[src/rtl/core/i2cmbc_pkg.sv]
// Package for the I2C master byte controller: command codes, item types
// and phase and reset constants. No dependencies.
package i2cmbc_pkg;

  // Command codes; the idle code marks no command in progress
  typedef enum logic [2:0] {
    OP_START = 3'd0,
    OP_STOP  = 3'd1,
    OP_WRITE = 3'd2,
    OP_WAIT  = 3'd3,
    OP_READ  = 3'd4,
    OP_IDLE  = 3'd7
  } op_e;

  localparam logic [7:0] PhaseTicksReset = 8'd5;

  // Phase counts per command
  localparam logic [4:0] StartPhases = 5'd3;
  localparam logic [4:0] StopPhases  = 5'd1;
  localparam logic [4:0] WritePhases = 5'd24;
  localparam logic [4:0] WaitPhases  = 5'd3;
  localparam logic [4:0] ReadPhases  = 5'd19;

  // Read phase markers: data bits end at ReadAckPhase
  localparam logic [4:0] ReadAckPhase  = 5'd16;
  localparam logic [4:0] ReadHighPhase = 5'd17;
  localparam logic [4:0] ReadLastPhase = 5'd18;

  typedef struct packed {
    logic       cmd_valid;
    logic [2:0] operation;
    logic [7:0] tx_byte;
    logic       master_ack;
    logic       sda_in;
  } in_item_t;

  typedef struct packed {
    logic       scl_drive_low;
    logic       sda_drive_low;
    logic       busy_res;
    logic       done_res;
    logic [7:0] rx_byte;
    logic       slave_nack;
  } out_item_t;

endpackage

[src/rtl/core/i2c_master_byte_controller.sv]
// I2C master byte controller: one input item per tick, one result item per tick.
// A result is registered when its item is accepted and shown in the next cycle.
// Throughput: one item per cycle unless a result waits untaken; the output
// register is bypassed for ready when downstream takes it in the same cycle.
// Reset (rst_ni low, asynchronous): idle, lines released, phase_ticks 5,
// rx_byte 0, slave_nack 1, no result pending.
// Depends on i2cmbc_pkg.
module i2c_master_byte_controller (
  input  logic                  clk_i,
  input  logic                  rst_ni,
  input  logic                  cfg_valid_i,
  output logic                  cfg_ready_o,
  input  logic [7:0]            cfg_data_i,
  input  logic                  in_valid_i,
  output logic                  in_ready_o,
  input  i2cmbc_pkg::in_item_t  in_item_i,
  output logic                  out_valid_o,
  input  logic                  out_ready_i,
  output i2cmbc_pkg::out_item_t out_item_o
);

  // Line drives set on entry to a phase
  function automatic logic [1:0] enter_drive(
    i2cmbc_pkg::op_e op, logic [4:0] p, logic [1:0] sub, logic [2:0] bitn,
    logic [7:0] shift, logic mode, logic scl, logic sda);
    logic scl_n;
    logic sda_n;
    scl_n = scl;
    sda_n = sda;
    case (op)
      i2cmbc_pkg::OP_START: begin
        if (p == 5'd0) begin
          sda_n = 1'b0;
          scl_n = 1'b0;
        end else if (p == 5'd1) begin
          sda_n = 1'b1;
        end else begin
          scl_n = 1'b1;
        end
      end
      i2cmbc_pkg::OP_STOP: begin
        sda_n = 1'b1;
        scl_n = 1'b0;
      end
      i2cmbc_pkg::OP_WRITE: begin
        if (sub == 2'd0) begin
          sda_n = ~shift[7];
        end else if (sub == 2'd1) begin
          scl_n = 1'b0;
        end else begin
          scl_n = 1'b1;
          if (bitn == 3'd7) sda_n = 1'b0;
        end
      end
      i2cmbc_pkg::OP_WAIT: begin
        if (p == 5'd0) begin
          sda_n = 1'b0;
        end else if (p == 5'd1) begin
          scl_n = 1'b0;
        end else begin
          scl_n = 1'b1;
        end
      end
      i2cmbc_pkg::OP_READ: begin
        if (p < i2cmbc_pkg::ReadAckPhase) begin
          scl_n = p[0];
        end else if (p == i2cmbc_pkg::ReadAckPhase) begin
          sda_n = mode;
        end else if (p == i2cmbc_pkg::ReadHighPhase) begin
          scl_n = 1'b0;
        end else begin
          scl_n = 1'b1;
        end
      end
      default: begin
      end
    endcase
    return {scl_n, sda_n};
  endfunction

  function automatic logic [4:0] phase_total(i2cmbc_pkg::op_e op);
    logic [4:0] n;
    case (op)
      i2cmbc_pkg::OP_START: n = i2cmbc_pkg::StartPhases;
      i2cmbc_pkg::OP_STOP:  n = i2cmbc_pkg::StopPhases;
      i2cmbc_pkg::OP_WRITE: n = i2cmbc_pkg::WritePhases;
      i2cmbc_pkg::OP_WAIT:  n = i2cmbc_pkg::WaitPhases;
      i2cmbc_pkg::OP_READ:  n = i2cmbc_pkg::ReadPhases;
      default:              n = 5'd0;
    endcase
    return n;
  endfunction

  logic [7:0]            ticks_q;
  i2cmbc_pkg::op_e       op_q, op_d;
  logic [4:0]            phase_q, phase_d;
  logic [7:0]            tick_q, tick_d;
  logic [2:0]            bit_q, bit_d;
  logic [1:0]            sub_q, sub_d;
  logic [7:0]            shift_q, shift_d;
  logic                  scl_q, scl_d;
  logic                  sda_q, sda_d;
  logic                  ack_q, ack_d;
  logic                  mode_q, mode_d;
  logic [7:0]            rx_q, rx_d;
  logic                  done_d;
  logic [7:0]            limit;
  logic                  in_fire;
  logic                  out_valid_q;
  i2cmbc_pkg::out_item_t out_q, out_d;

  assign cfg_ready_o = 1'b1;
  assign in_ready_o  = ~out_valid_q | out_ready_i;
  assign in_fire     = in_valid_i & in_ready_o;
  assign limit       = (ticks_q == 8'd0) ? 8'd1 : ticks_q;

  // Step the controller by one tick
  always_comb begin
    op_d    = op_q;
    phase_d = phase_q;
    tick_d  = tick_q;
    bit_d   = bit_q;
    sub_d   = sub_q;
    shift_d = shift_q;
    scl_d   = scl_q;
    sda_d   = sda_q;
    ack_d   = ack_q;
    mode_d  = mode_q;
    rx_d    = rx_q;
    done_d  = 1'b0;

    // Take a new command only when idle and the code is known
    if (op_q == i2cmbc_pkg::OP_IDLE && in_item_i.cmd_valid &&
        in_item_i.operation <= 3'(i2cmbc_pkg::OP_READ)) begin
      op_d    = i2cmbc_pkg::op_e'(in_item_i.operation);
      phase_d = 5'd0;
      tick_d  = 8'd0;
      bit_d   = 3'd0;
      sub_d   = 2'd0;
      if (op_d == i2cmbc_pkg::OP_WRITE) shift_d = in_item_i.tx_byte;
      if (op_d == i2cmbc_pkg::OP_READ) begin
        shift_d = 8'd0;
        mode_d  = in_item_i.master_ack;
      end
      {scl_d, sda_d} = enter_drive(op_d, phase_d, sub_d, bit_d, shift_d, mode_d,
                                   scl_d, sda_d);
    end

    // Count the tick and close the phase on its last tick
    if (op_d != i2cmbc_pkg::OP_IDLE) begin
      tick_d = tick_d + 8'd1;
      if (tick_d >= limit) begin
        case (op_d)
          i2cmbc_pkg::OP_STOP: sda_d = 1'b0;
          i2cmbc_pkg::OP_WRITE: begin
            if (sub_d == 2'd2) shift_d = {shift_d[6:0], 1'b0};
          end
          i2cmbc_pkg::OP_WAIT: begin
            if (phase_d == 5'd1) ack_d = in_item_i.sda_in;
          end
          i2cmbc_pkg::OP_READ: begin
            if (phase_d < i2cmbc_pkg::ReadAckPhase && !phase_d[0]) begin
              shift_d = {shift_d[6:0], in_item_i.sda_in};
              if (phase_d[4:1] == 4'd7) rx_d = shift_d;
            end else if (phase_d == i2cmbc_pkg::ReadLastPhase && mode_d) begin
              sda_d = 1'b0;
            end
          end
          default: begin
          end
        endcase
        tick_d  = 8'd0;
        phase_d = phase_d + 5'd1;
        // Track bit and sub-phase of a write
        if (sub_d == 2'd2) begin
          sub_d = 2'd0;
          bit_d = bit_d + 3'd1;
        end else begin
          sub_d = sub_d + 2'd1;
        end
        if (phase_d >= phase_total(op_d)) begin
          op_d    = i2cmbc_pkg::OP_IDLE;
          phase_d = 5'd0;
          done_d  = 1'b1;
        end else begin
          {scl_d, sda_d} = enter_drive(op_d, phase_d, sub_d, bit_d, shift_d, mode_d,
                                       scl_d, sda_d);
        end
      end
    end

    out_d.scl_drive_low = scl_d;
    out_d.sda_drive_low = sda_d;
    out_d.busy_res      = (op_d != i2cmbc_pkg::OP_IDLE);
    out_d.done_res      = done_d;
    out_d.rx_byte       = rx_d;
    out_d.slave_nack    = ack_d;
  end

  // Hold controller state; advance it on each accepted item
  always_ff @(posedge clk_i or negedge rst_ni) begin
    if (!rst_ni) begin
      op_q    <= i2cmbc_pkg::OP_IDLE;
      phase_q <= 5'd0;
      tick_q  <= 8'd0;
      bit_q   <= 3'd0;
      sub_q   <= 2'd0;
      shift_q <= 8'd0;
      scl_q   <= 1'b0;
      sda_q   <= 1'b0;
      ack_q   <= 1'b1;
      mode_q  <= 1'b0;
      rx_q    <= 8'd0;
    end else if (in_fire) begin
      op_q    <= op_d;
      phase_q <= phase_d;
      tick_q  <= tick_d;
      bit_q   <= bit_d;
      sub_q   <= sub_d;
      shift_q <= shift_d;
      scl_q   <= scl_d;
      sda_q   <= sda_d;
      ack_q   <= ack_d;
      mode_q  <= mode_d;
      rx_q    <= rx_d;
    end
  end

  // Write the phase length register
  always_ff @(posedge clk_i or negedge rst_ni) begin
    if (!rst_ni) begin
      ticks_q <= i2cmbc_pkg::PhaseTicksReset;
    end else if (cfg_valid_i) begin
      ticks_q <= cfg_data_i;
    end
  end

  // Result register: load on accept, drop on take
  always_ff @(posedge clk_i or negedge rst_ni) begin
    if (!rst_ni) begin
      out_valid_q <= 1'b0;
    end else if (in_fire) begin
      out_valid_q <= 1'b1;
    end else if (out_ready_i) begin
      out_valid_q <= 1'b0;
    end
  end

  always_ff @(posedge clk_i) begin
    if (in_fire) out_q <= out_d;
  end

  assign out_valid_o = out_valid_q;
  assign out_item_o  = out_q;

endmodule

[config.mk]
export PLATFORM = sky130hd
export DESIGN_NAME = i2c_master_byte_controller
export DESIGN_NICKNAME = d
export VERILOG_FILES = /design/src/rtl/core/i2cmbc_pkg.sv /design/src/rtl/core/i2c_master_byte_controller.sv
export SDC_FILE = /design/constraint.sdc
export NUM_CORES = 1
export LEC_CHECK = 0
export ABC_AREA = 1
export BUFFER_PORTS_ARGS = -buffer_cell sky130_fd_sc_hd__buf_4
export CORE_ASPECT_RATIO = 1.1
export CORE_MARGIN = 2
export CORE_UTILIZATION = 32
export CTS_BUF_LIST = sky130_fd_sc_hd__clkbuf_4
export DETAILED_ROUTE_END_ITERATION = 12
export PLACE_DENSITY = 0.51
export SLEW_MARGIN = 10
export SYNTH_ARGS = -nofsm -noshare
export SYNTH_HDL_FRONTEND = slang
export SYNTH_SLANG_ARGS = --single-unit
[constraint.sdc]
create_clock -name clk_i -period 3.7 [get_ports clk_i]
set_input_delay 0.185 -clock clk_i [delete_from_list [all_inputs] [get_ports clk_i]]
set_output_delay 0.185 -clock clk_i [all_outputs]
set_load 0.05 [all_outputs]
==> results.json <==
{
  "cts_tree": "built",
  "power.share.clock_pct": 14.1,
  "slew_headroom_pct": 53.4,
  "synth_top_area_share_pct": 26.1,
  "area_delta_synth_final_pct": 19.7,
  "drv_cap": 0,
  "r2r-end": "out_item_o[12]",
  "switching_power_mw": 1.70,
  "grt_overflow": 0,
  "path_buf_inv": 3,
  "hp-start": "out_ready_i",
  "placed_cell_area_mm2": 0.00472,
  "fillers": 1370,
  "powerDensity_mw_per_mm2": 699,
  "grt_antenna_before_repair": 0,
  "ys_top_cells_by_area": "dfrtp_1 (26%), nand2_1 (13%), edfxtp_1 (9.2%)",
  "synthCells": 572,
  "skew_ns": 0.0208,
  "cts.path.max_buffers": 2,
  "maxSlewViolCount": 0,
  "ir_drop_mv": 0.214,
  "hold_depth": 4,
  "setup_viol": 0,
  "r2r_start": "op_q[1]",
  "fin_area_mm2": 0.00505,
  "cp_data_required_time_ns": 3.98,
  "clkSlewWorstSetupHoldPaths_ns": 0.10,
  "ys_types": 45,
  "fmax_mhz": 291,
  "crit_chain": "nand2_1 -> nor2_4 -> nand2_4 -> nand2_1 -> inv_1 -> ha_1 -> nand3_1 -> nor2_1 -> nand2_1 -> xor2_1 -> inv_1 -> ha_1 -> nand2_1 -> nor2_1 -> nand4_1 -> o2111ai_2 -> nand2_4 -> buf_4 -> o21ai_0 -> a21boi_1",
  "routed_via_density": 4.87,
  "synthArstFlopShare_pct": 79.4,
  "p_seq_share_pct": 29.3,
  "core_mm2": 0.0130,
  "multi_input_area_mm2": 0.00215,
  "die_area_mm2": 0.0141,
  "final_common_cell": "nand2_1",
  "gp_congestion": 0.892,
  "first_pass_iters": 5,
  "end_kind": "flop",
  "combPwrFrac_pct": 56.6,
  "ios": 43,
  "setup_tns_ns": 0,
  "port_buffers": 41,
  "synth_top_cell_by_area": "dfrtp_1",
  "worst_hold_path_type": "input port to flop",
  "holdWs_ns": 0.0295,
  "cp_common_cell": "nand2_1",
  "cts_made_buffers": 9,
  "crit_type": "flop to flop",
  "critPathArrivalTime_ns": 3.71,
  "syn_nets": 618,
  "grt_setup_unrepaired": "no",
  "syn_area_mm2": 0.00422,
  "grt_pass1_vias": 3884,
  "antenna_left": 0,
  "drt-initial-drc-count": 231,
  "rrSetupSlack_ns": 0.27,
  "syn_area_per_cell_um2": 7.38,
  "p_int_mw": 1.83,
  "clock-sinks": 63,
  "cp_max_fo": 15,
  "vias": 3902,
  "nets": 682,
  "min_period_over_period_pct": 92.8,
  "synth_edf_count": 13,
  "r2r_cells": 20,
  "cpMaxStageDelayCell": "dfstp_2",
  "swShare_pct": 48.2,
  "min_period_ns": 3.43,
  "worst_pin_slew_ns": 0.698,
  "hold_viol_final": 0,
  "start_util_pct": 32.3,
  "die_x_um": 113,
  "fin_util_pct": 38.7,
  "clock_latency_ns": 0.44,
  "grt_util_all_layers_pct": 16.4,
  "wl_um": 11100,
  "diodes": 0,
  "outcome": "finished, final reports clean",
  "root_buffer": "clkbuf_4",
  "crit_family": "simple AND/OR/NAND/NOR gates",
  "h-tree-depth": 3,
  "place_hpwl_um": 7910,
  "ys_warn_count": 0,
  "max_stage_delay_ns": 0.57,
  "wire_per_inst_um": 13.8,
  "yosysSeqAreaShare_pct": 39.1,
  "regArea_mm2": 0.00165,
  "grt_max_degree": 51,
  "layout-drive-gt1-share_pct": 18.3,
  "fp.dieH_um": 124,
  "synth_ff_type": "dfrtp_1",
  "worstHoldEndpoint": "out_valid_o",
  "post-route-drc-count": 0,
  "layout_common_cells": "nand2_1 (148), inv_1 (77), buf_4 (50), nor2_1 (46), o21ai_0 (46)",
  "leakage_nw": 2.54,
  "grt_pass1_wl_um": 18400,
  "start_kind": "flop",
  "num_rows": 44,
  "ys_seq_elements": 63
}
-- sequential cells by signal, indices dropped and copies added (netlist names) --
register and count:
out_item_o 13, rx_q 8, shift_q 8, tick_q 8
ticks_q 8, phase_q 5, bit_q 3, op_q 3
sub_q 2, ack_q 1, mode_q 1, out_valid_o 1
scl_q 1, sda_q 1
-- per-stage QoR --
step	cells	worst slack [ns]	power, mW
floorplan	572	0.131	2.49
detailed placement	768	0.133	3.00
global route	802	0.00199	3.86
finish	802	0.266	3.53
global placement	768	0.240	2.98
CTS	802	0.121	3.54
-- kinds of logic (layout without fill, tap and decap cells) --
| group | count (synthesis) | in the layout | synth area share (%) |
|---|---|---|---|
| compound gates | 104 | 104 | 14.1 |
| fa+ha+maj | 19 | 19 | 5.63 |
| other cells | 1 | 1 | 0.0889 |
| xor+xnor | 5 | 5 | 1.04 |
| buf+inv | 105 | 174 | 10.1 |
| mux | 3 | 3 | 0.978 |
| flops | 63 | 63 | 39.1 |
| simple gates | 272 | 272 | 29.1 |
-- timing repair --
action / 4_1_cts / 5_1_grt
resized for setup: 0 / 5
endpoints found under the hold margin: 52 / 0
setup endpoints to repair: 0 / 22
setup buffers: 0 / 0
hold buffers: 18 / 0
-- tightest hold or removal path, delay by kind of cell --
kind,cells,cell delay [ns]
buffers and inverters,2,0.11
and+or+nand+nor,2,0.14
-- synthesized netlist by cell type (5+ instances only) --
library cell,n
edfxtp_1,13
dfstp_2,6
nand3_2,6
clkbuf_1,8
inv_2,9
a21oi_1,19
xor2_1,5
o211ai_1,5
o22ai_1,13
nand2_1,148
ha_1,19
nand2_2,7
nand3_1,34
inv_1,77
nor2_1,46
nor3_1,9
o21ai_0,47
dfrtp_1,44
o21ai_2,6
nand4_1,10
o21ai_1,6
-- metal layers --
layer | global-route usage (%) | wire (µm) | up-vias
met5 | 0 | 0 | -
met4 | 8.11 | 216 | 0
met3 | 2.87 | 361 | 17
met2 | 27.5 | 5330 | 82
met1 | 20.0 | 5150 | 1811
li1 | - | - | 1992
-- worst max-delay path by stage --
stage                endpoint  slack, ns    start  depth (start not counted)
2_1_floorplan   out_item_o[1]       0.13  op_q[0]                         22
3_3_place_gp    out_item_o[0]       0.24  op_q[0]                         21
3_5_place_dp    out_item_o[0]       0.13  op_q[1]                         21
4_1_cts         out_item_o[0]       0.12  op_q[1]                         21
5_1_grt            shift_q[6]      0.002  op_q[1]                         22
6_report       out_item_o[12]       0.27  op_q[1]                         20
-- power by group through the flow --
stage	Sequential (mW)	Clock [mW]	Combinational (mW)
floorplan	1.10	0	1.39
global placement	1.04	0	1.94
detailed placement	1.05	0	1.96
CTS	1.03	0.519	1.99
global route	1.06	0.540	2.27
finish	1.03	0.497	2.00
-- final cells by class --
cell class              instances  area share [%]
inverters                      89            6.81
well taps                     161            3.99
clock inverters                 4           0.917
repair buffers                 69            11.2
flip-flops and latches         63            32.7
clock buffers                  12            1.78
multi-input cells             404            42.6
(Power assumes the default switching activity.)
